$ cat src/lsc_pkg.sv
package lsc_pkg;

   // byte codes with a special meaning in the text stream
   localparam logic [7:0] CHAR_NEWLINE = 8'h0A;
   localparam logic [7:0] CHAR_NUL     = 8'h00;
   localparam logic [7:0] CHAR_UPPER_A = 8'h41;
   localparam logic [7:0] CHAR_UPPER_Z = 8'h5A;
   localparam logic [7:0] CASE_OFFSET  = 8'h20;

   // severity codes on the response channel
   localparam logic [2:0] SEV_CRITICAL = 3'd0;
   localparam logic [2:0] SEV_ERROR    = 3'd1;
   localparam logic [2:0] SEV_WARNING  = 3'd2;
   localparam logic [2:0] SEV_DEBUG    = 3'd3;
   localparam logic [2:0] SEV_INFO     = 3'd4;

   // keywords, first character in the most significant byte
   localparam logic [63:0] KW_CRITICAL = 64'h637269746963616C;
   localparam logic [39:0] KW_FATAL    = 40'h666174616C;
   localparam logic [39:0] KW_ERROR    = 40'h6572726F72;
   localparam logic [47:0] KW_FAILED   = 48'h6661696C6564;
   localparam logic [55:0] KW_WARNING  = 56'h7761726E696E67;
   localparam logic [31:0] KW_WARN     = 32'h7761726E;
   localparam logic [39:0] KW_DEBUG    = 40'h6465627567;

   // per-line hit flags
   typedef struct packed {
      logic debug;
      logic warning;
      logic error;
      logic critical;
   } found_type;

   // ascii lowercase, letters only
   function automatic logic [7:0] to_lower(input logic [7:0] c);
      logic [7:0] r;
      r = c;
      if (c >= CHAR_UPPER_A && c <= CHAR_UPPER_Z) begin
         r = c + CASE_OFFSET;
      end
      return r;
   endfunction

endpackage

$ cat src/lsc_req_if.sv
interface lsc_req_if;
   import lsc_pkg::*;

   logic       valid;
   logic       ready;
   logic [7:0] data_byte;

   modport source (output valid, output data_byte, input ready);
   modport sink   (input valid, input data_byte, output ready);
endinterface

$ cat src/lsc_rsp_if.sv
interface lsc_rsp_if;
   import lsc_pkg::*;

   logic       valid;
   logic       ready;
   logic [2:0] severity;

   modport source (output valid, output severity, input ready);
   modport sink   (input valid, input severity, output ready);
endinterface

$ cat src/lsc_keyword_match.sv
module lsc_keyword_match
   import lsc_pkg::*;
(
   input  logic [63:0] window,
   output found_type   hits
);

   // each keyword must end at the newest byte of the window
   always_comb begin
      hits          = '0;
      hits.critical = (window == KW_CRITICAL) || (window[39:0] == KW_FATAL);
      hits.error    = (window[39:0] == KW_ERROR) || (window[47:0] == KW_FAILED);
      hits.warning  = (window[55:0] == KW_WARNING) || (window[31:0] == KW_WARN);
      hits.debug    = (window[39:0] == KW_DEBUG);
   end

endmodule

$ cat src/log_line_severity_classifier_unit.sv
// Log line severity classifier.
// req_bus carries one text byte per request (data_byte); rsp_bus carries one
// severity code (0 critical, 1 error, 2 warning, 3 debug, 4 info) for every
// newline byte, and nothing for any other byte.
// Keywords critical/fatal, error/failed, warning/warn and debug are matched
// case-insensitively; only the first SCAN_LIMIT bytes of a line are scanned
// and a NUL byte stops scanning until the newline.
// A newline accepted into the input register moves on to the result register,
// which shows its severity on rsp_bus until the result handshake.
// Throughput: one request per cycle while req_bus.ready is high; the window
// shift, keyword compares and flag update all sit between the input register
// and the result register. When rsp_bus stalls, the result register holds;
// the input register still drains ordinary bytes, and only a second newline
// waits in it, which then drops req_bus.ready until the held result is taken.
// Synchronous reset empties both registers and clears the line state; a
// partial line is never reported.
module log_line_severity_classifier_unit
   import lsc_pkg::*;
#(
   parameter int SCAN_LIMIT = 255
)
(
   input  logic          clock,
   input  logic          reset,
   lsc_req_if.sink       req_bus,
   lsc_rsp_if.source     rsp_bus
);

   localparam int PosWidth = $clog2(SCAN_LIMIT + 1);
   localparam logic [PosWidth-1:0] PosLimit = PosWidth'(SCAN_LIMIT);

   logic                s1_valid_ff, s1_valid_in;
   logic [7:0]          s1_byte_ff;
   logic [55:0]         recent_ff, recent_in;
   logic [PosWidth-1:0] pos_ff, pos_in;
   logic                stopped_ff, stopped_in;
   found_type           found_ff, found_in;
   logic                rsp_valid_ff, rsp_valid_in;
   logic [2:0]          severity_ff, severity_in;

   logic                is_newline;
   logic                out_free;
   logic                s1_fire;
   logic [7:0]          lower_byte;
   logic [63:0]         window;
   found_type           hits;

   // handshake between the two register stages
   assign is_newline    = (s1_byte_ff == CHAR_NEWLINE);
   assign out_free      = !rsp_valid_ff || rsp_bus.ready;
   assign s1_fire       = s1_valid_ff && (!is_newline || out_free);
   assign req_bus.ready = !s1_valid_ff || s1_fire;
   assign s1_valid_in   = req_bus.valid || (s1_valid_ff && !s1_fire);

   // candidate window with the new byte
   assign lower_byte = to_lower(s1_byte_ff);
   assign window     = {recent_ff, lower_byte};

   lsc_keyword_match u_match (
      .window (window),
      .hits   (hits)
   );

   // line state update and result generation
   always_comb begin
      recent_in    = recent_ff;
      pos_in       = pos_ff;
      stopped_in   = stopped_ff;
      found_in     = found_ff;
      rsp_valid_in = rsp_valid_ff && !rsp_bus.ready;
      severity_in  = severity_ff;
      if (s1_fire) begin
         if (is_newline) begin
            rsp_valid_in = 1'b1;
            if (found_ff.critical) begin
               severity_in = SEV_CRITICAL;
            end else if (found_ff.error) begin
               severity_in = SEV_ERROR;
            end else if (found_ff.warning) begin
               severity_in = SEV_WARNING;
            end else if (found_ff.debug) begin
               severity_in = SEV_DEBUG;
            end else begin
               severity_in = SEV_INFO;
            end
            recent_in  = '0;
            pos_in     = '0;
            stopped_in = 1'b0;
            found_in   = '0;
         end else if (!stopped_ff && pos_ff < PosLimit) begin
            if (s1_byte_ff == CHAR_NUL) begin
               stopped_in = 1'b1;
            end else begin
               recent_in = window[55:0];
               pos_in    = pos_ff + PosWidth'(1);
               found_in  = found_ff | hits;
            end
         end
      end
   end

   // control registers
   always_ff @(posedge clock) begin
      if (reset) begin
         s1_valid_ff  <= 1'b0;
         rsp_valid_ff <= 1'b0;
         recent_ff    <= '0;
         pos_ff       <= '0;
         stopped_ff   <= 1'b0;
         found_ff     <= '0;
      end else begin
         s1_valid_ff  <= s1_valid_in;
         rsp_valid_ff <= rsp_valid_in;
         recent_ff    <= recent_in;
         pos_ff       <= pos_in;
         stopped_ff   <= stopped_in;
         found_ff     <= found_in;
      end
   end

   // payload registers
   always_ff @(posedge clock) begin
      if (req_bus.ready) begin
         s1_byte_ff <= req_bus.data_byte;
      end
      severity_ff <= severity_in;
   end

   assign rsp_bus.valid    = rsp_valid_ff;
   assign rsp_bus.severity = severity_ff;

endmodule

$ cat src/flat_wrapper.sv
// flat-port wrapper written by rule: the top's interface ports become plain ports
module log_line_severity_classifier_unit_flat import lsc_pkg::*;
#(
   parameter int SCAN_LIMIT = 255
)
  (clock, reset, req_bus_valid, req_bus_data_byte, req_bus_ready, rsp_bus_valid, rsp_bus_severity, rsp_bus_ready);
  lsc_req_if req_bus_i ();
  lsc_rsp_if rsp_bus_i ();
  input  logic clock;
  input  logic reset;
  input wire logic [$bits(req_bus_i.valid)-1:0] req_bus_valid;
  input wire logic [$bits(req_bus_i.data_byte)-1:0] req_bus_data_byte;
  output wire logic [$bits(req_bus_i.ready)-1:0] req_bus_ready;
  output wire logic [$bits(rsp_bus_i.valid)-1:0] rsp_bus_valid;
  output wire logic [$bits(rsp_bus_i.severity)-1:0] rsp_bus_severity;
  input wire logic [$bits(rsp_bus_i.ready)-1:0] rsp_bus_ready;
  assign req_bus_i.valid = req_bus_valid;
  assign req_bus_i.data_byte = req_bus_data_byte;
  assign req_bus_ready = req_bus_i.ready;
  assign rsp_bus_valid = rsp_bus_i.valid;
  assign rsp_bus_severity = rsp_bus_i.severity;
  assign rsp_bus_i.ready = rsp_bus_ready;
  log_line_severity_classifier_unit #(.SCAN_LIMIT(SCAN_LIMIT)) u_core (.clock(clock), .reset(reset), .req_bus(req_bus_i), .rsp_bus(rsp_bus_i));
endmodule
$ cat config.mk
export PLATFORM = sky130hd
export DESIGN_NAME = log_line_severity_classifier_unit_flat
export DESIGN_NICKNAME = d
export VERILOG_FILES = /design/src/lsc_pkg.sv /design/src/lsc_req_if.sv /design/src/lsc_rsp_if.sv /design/src/lsc_keyword_match.sv /design/src/log_line_severity_classifier_unit.sv /design/src/flat_wrapper.sv
export SDC_FILE = /design/constraint.sdc
export NUM_CORES = 1
export LEC_CHECK = 0
export BUFFER_PORTS_ARGS = -buffer_cell sky130_fd_sc_hd__buf_2
export CORE_MARGIN = 10
export CORE_UTILIZATION = 40
export DETAILED_ROUTE_END_ITERATION = 10
export PLACE_DENSITY = 0.66
export SLEW_MARGIN = 20
export SYNTH_ARGS = -nofsm -noshare
export SYNTH_HDL_FRONTEND = slang
export SYNTH_HIERARCHICAL = 1
export SYNTH_SLANG_ARGS = --single-unit
$ cat constraint.sdc
create_clock -name clock -period 2.9 [get_ports clock]
set_input_delay 0.29 -clock clock [delete_from_list [all_inputs] [get_ports clock]]
set_output_delay 0.29 -clock clock [all_outputs]
set_load 0.02 [all_outputs]
# Yosys cells after proc, flatten, opt, wreduce, memory -nomap -nowiden
# Cells that the tools add are included.
[word_totals] register_bits=82 latch_bits=0 ram_bits=0 mem_bits_ro=0 in_bits=12 output_inout_bits=5 wordCells=72 n_memories=0
[classes] n_addsub=2 multipliers=0 n_div=0 order_cmp=3 n_eq_ne=9 n_shift=0 muxes=18 bitwise_logic=1 reduce_logical=26
[op_table] op="$mux 56" count=3
[op_table] op="$eq 40x39->1 const B" count=3
[op_table] op="$eq 64x63->1 const B" count=1
[op_table] op="$eq 56x55->1 const B" count=1
[op_table] op="$eq 48x47->1 const B" count=1
[op_table] op="$eq 32x31->1 const B" count=1
[op_table] op="$mux 8" count=4
[op_table] op="$mux 4" count=3
[op_table] op="$add 8x1->8 const B" count=1
[op_table] op="$add 8x6->8 const B" count=1
[op_table] op="$eq 8x4->1 const B" count=1
[op_table] op="$ge 8x7->1 const B" count=1
[op_table] op="$le 8x7->1 const B" count=1
[op_table] op="$logic_not 8->1" count=1
[op_table] op="$lt 8x8->1 const B" count=1
[op_table] op="$logic_or 1x1->1" count=7
[op_table] op="$logic_not 1->1" count=6
[op_table] op="$mux 1" count=6
[op_table] op="$reduce_and 3->1" count=2
[op_table] op="$logic_and 1x1->1" count=5
[op_table] op="$or 4x4->4" count=1
[op_table] op="$reduce_bool 2->1" count=2
[op_table] op="$mux 3" count=1
[op_table] op="$reduce_or 3->1" count=1
[op_table] op="other kinds (4)" count=4

# Longest topological paths before layout
[depth] word_depth=9 ltp_mapped=9 ltp_nobuf=9

# By module
# Netlist, hierarchy kept.
[modules_own_cells] module="log_line_severity_classifier_unit" instances=1 cells_each=359 area_each_um2=3201.8
[modules_own_cells] module="lsc_keyword_match" instances=1 cells_each=70 area_each_um2=553.0

# Worst setup path before layout
# OpenSTA, ideal clock, no wires.
[synth_timing] kind="register to register" startpoint="reg u_core.s1_byte_ff[3]" endpoint="reg u_core/found_ff[1] (netlist bit)" setup_time_ns=0.065 arrival_time_ns=2.360 t_required_ns=2.835 setup_slack_ns=0.475 path_stages_with_launch=10 path_buffers=0 synth_period_minus_slack_ns=2.425 cell_sequence="edfxtp_1 > or4_1 > o221ai_1 > o21bai_1 > nand3b_1 > nor4b_1 > and4b_1 > o2111a_1 > a21oi_2 > nor2_1"
[synth_rtl] item="start: declaration" line="log_line_severity_classifier_unit.sv:33" text="logic [7:0] s1_byte_ff;"
[synth_rtl] item="start signal: assignment" line="log_line_severity_classifier_unit.sv:124" text="s1_byte_ff <= req_bus.data_byte;"
[synth_rtl] item="end signal: assignment" line="log_line_severity_classifier_unit.sv:117" text="found_ff <= found_in;"
[synth_rtl] item="end: declaration" line="log_line_severity_classifier_unit.sv:37" text="found_type found_ff, found_in;"

==> impl_metrics.py <==
metrics = {
    "timing": {
        "setup_ws_ns": 0.228,
        "grt_setup_unrepaired": "false",
        "hold_viol_final": 0,
        "fmaxAchievable_mhz": 374,
        "slew_violations": 0,
        "fin_setup_tns_ns": 0,
        "period_needed_ns": 2.67,
        "finalCritPeriodShare": 0.921,
        "worst_slew_pin_slew_ns": 1.06,
        "clock_skew_ns": 0.0106,
        "slew_headroom": 0.293,
        "setup_violations": 0,
    },
    "floorplanning": {
        "die_x_um": 117,
        "placement_rows": 35,
        "coreArea_sq_mm": 0.00920,
        "die_h_um": 117,
        "boundaryPins": 17,
        "start_util": 0.408,
        "dieArea_sq_mm": 0.0137,
    },
    "synthesis": {
        "synth_async_sr_flop_share": 0,
        "seq_area_frac_synth": 0.467,
        "syn_nets": 443,
        "synth_area_leaders": "dfxtp_1 (38%), a21oi_1 (9.1%), edfxtp_1 (8.8%)",
        "synth-edff-count": 11,
        "synth_xor_area_frac": 0.00233,
        "netlist_instances": 429,
        "synth_top_family_by_area": "simple AND/OR/NAND/NOR gates",
        "syn_avg_cell_area_sq_um": 8.75,
        "synth_compound_area_frac": 0.135,
        "synth.top_cell.area_share": 0.379,
        "ys_ff_latch": 82,
        "synthMuxAreaShare": 0,
        "synth_area_sq_mm": 0.00375,
        "yosys.area_share.simple": 0.339,
        "dominantRegCellSynth": "dfxtp_1",
        "ys_warn_count": 6,
        "synth.largest_area_cell": "dfxtp_1",
        "synth.distinct_cells": 54,
        "synth_fa_ha_area_frac": 0.00666,
    },
    "global_route": {
        "grt_use_met1": 0.181,
        "grt_first_pass_wirelength_mm": 15.0,
        "grt_start_max_net_pins": 67,
        "grt_overflow": 0,
        "antenna_found_initial": 0,
        "global_route.usage.met2": 0.208,
        "grtUsageMet3": 0.0321,
        "grt_pass1_vias": 2986,
        "top_usage_layer": "met2",
        "track_usage": 0.137,
    },
    "worst_setup_path": {
        "crit_type": "flip-flop to flip-flop",
        "crit_chain": "or4_1, o221ai_2, o21bai_1, nand3b_1, or3_1, nor4_2, o2111a_1, a21oi_2, nor2_1",
        "cpLargestDelayFamily": "simple AND/OR/NAND/NOR gates",
        "cp_data_required_time_ns": 3.19,
        "reg2reg_from": "u_core/s1_byte_ff[2]",
        "critPathCaptureType": "flip-flop",
        "path_max_fanout": 7,
        "max_stage_delay_ns": 0.64,
        "critPathLaunch": "u_core/s1_byte_ff[2]",
        "cp_num_buf_inv": 0,
        "arrival_ns": 2.97,
        "worst_path_max_delay_cell": "or4_1",
        "setup.worst_path.start_class": "flip-flop",
    },
    "power": {
        "p_seq_frac": 0.523,
        "combPwrFrac": 0.047,
        "power_density_mw_per_mm2": 548,
        "p_int_mw": 1.76,
        "power.share.clock": 0.430,
        "power_mw": 2.26,
        "p_leak_nw": 1.33,
        "max-vdd-ir-drop_uv": 215,
        "switchingPower_uw": 504,
        "switching_share": 0.223,
    },
    "cells_and_area": {
        "areaGrowthSynthToFinish_pct": 10.1,
        "fin_nets": 449,
        "drive_above_1_share": 0.125,
        "final_common_cell": "dfxtp_1",
        "final_cell_mix": "dfxtp_1 (71), nand2_1 (69), a21oi_1 (68)",
        "diodes": 0,
    },
    "clock_tree": {
        "cts-buffers-inserted": 9,
        "clk_pin_slew_ns": 0.09,
        "clock-sinks": 82,
        "cts.path.max_buffers": 2,
        "clock-root-buffer": "clkbuf_8",
        "cts_tree": "done",
        "cts-htree-levels": 3,
        "worstSkewPairLatency_ns": 0.36,
    },
    "outcome": {
        "status": "finished clean",
    },
    "drt": {
        "dr.pass1.iters": 4,
        "avgRoutedWirePerCell_um": 16.4,
        "via_per_inst": 5.74,
        "route.detailed.drc": 0,
        "drtAntennaViolNets": 0,
        "wl_mm": 9.04,
        "num_vias": 3165,
        "drtIter0Drc": 317,
    },
    "worst_hold_path": {
        "hold_class": "input port to flip-flop",
        "hp-start": "req_bus_data_byte[1]",
    },
    "flow_run": {
        "cap_violations": 0,
    },
    "placement": {
        "post-place-ws_ns": 0.153,
        "dp_hpwl_mm": 5.75,
        "io_buffers": 16,
        "place_congestion": 0.955,
    },
}
registers in the layout, summed over array words and instances (netlist names):
register	flops
u_core/pos_ff	8
u_core/stopped_ff	1
u_core/recent_ff	56
u_core/s1_valid_ff	1
u_core/s1_byte_ff	8
u_core/found_ff	4
u_core/rsp_bus.valid	1
u_core/rsp_bus.severity	3
stage by stage:
stage               hold slack (ns)  instances  utilization  area (sq um)
floorplan                     0.389        429            -          3750
global placement              0.436        535        0.422          3880
detailed placement            0.441        535        0.422          3880
CTS                          0.0779        551        0.448          4120
global route                 0.0745        551        0.450          4130
finish                       0.0988        551        0.450          4130
logic make-up after synthesis:
group,Yosys count
adder cells (fa/ha/maj),2
AND/OR/NAND/NOR,223
flip-flops,82
XOR/XNOR,1
AO/OA/AOI/OAI,90
buffers and inverters,31
synth_stat cells (all sizes together) (3+ instances only):
cell type,instances
a21oi,72
dfxtp,71
nand2,69
nand3,53
nor2,23
buf,17
clkbuf,11
edfxtp,11
nand4b,9
nand4,7
nor4,7
o21ai,6
nor2b,5
nor4b,5
or4,5
and3,4
and4b,4
nand2b,4
inv,3
nand3b,3
nand4bb,3
nor3,3
nor3b,3
or3,3
area by class of cell:
| class | instances | area, sq um |
|---|---|---|
| tap | 111 | 139 |
| clock buffer | 12 | 166 |
| clock inverter | 4 | 72.6 |
| fill | 914 | 5060 |
| sequential | 82 | 1750 |
| multi-input combinational | 316 | 1840 |
| inverter | 3 | 11.3 |
| timing repair buffer | 23 | 158 |
worst reg2reg max path, cell delays in order, from the launching register on:
cell	delay, ns
edfxtp_1	0.49
or4_1	0.64
o221ai_2	0.24
o21bai_1	0.11
nand3b_1	0.21
or3_1	0.38
nor4_2	0.15
o2111a_1	0.25
a21oi_2	0.05
nor2_1	0.09
routing by layer:
| metal | up-vias | wire length [um] |
|---|---|---|
| li1 | 1576 | - |
| met1 | 1504 | 4280 |
| met2 | 72 | 4250 |
| met3 | 13 | 369 |
| met4 | 0 | 140 |
| met5 | - | 0 |
worst paths after layout:
path | end | slack [ns] | cells past startpoint
worst max-delay path | u_core/found_ff[1] | 0.23 | 9
worst max register to register | u_core/found_ff[1] | 0.23 | 9
worst min-delay path | u_core/s1_byte_ff[1] | 0.1 | 1
worst min register to register | u_core/recent_ff[50] | 0.45 | 2
timing repair:
| action | 4_1_cts | 5_1_grt |
|---|---|---|
| buffers inserted | 0 | 0 |
| hold buffers | 0 | 0 |
| resized for setup | 0 | 2 |
| setup endpoints to repair | 0 | 2 |
power by group through the flow:
stage               combinational [mW]  sequential, mW  clock (mW)
global route                     0.117            1.19        1.04
CTS                              0.106            1.18       0.991
detailed placement               0.105            1.21           0
floorplan                       0.0805            1.21           0
global placement                 0.104            1.21           0
finish                           0.107            1.18       0.972
Power figures use the tool's default switching activity.
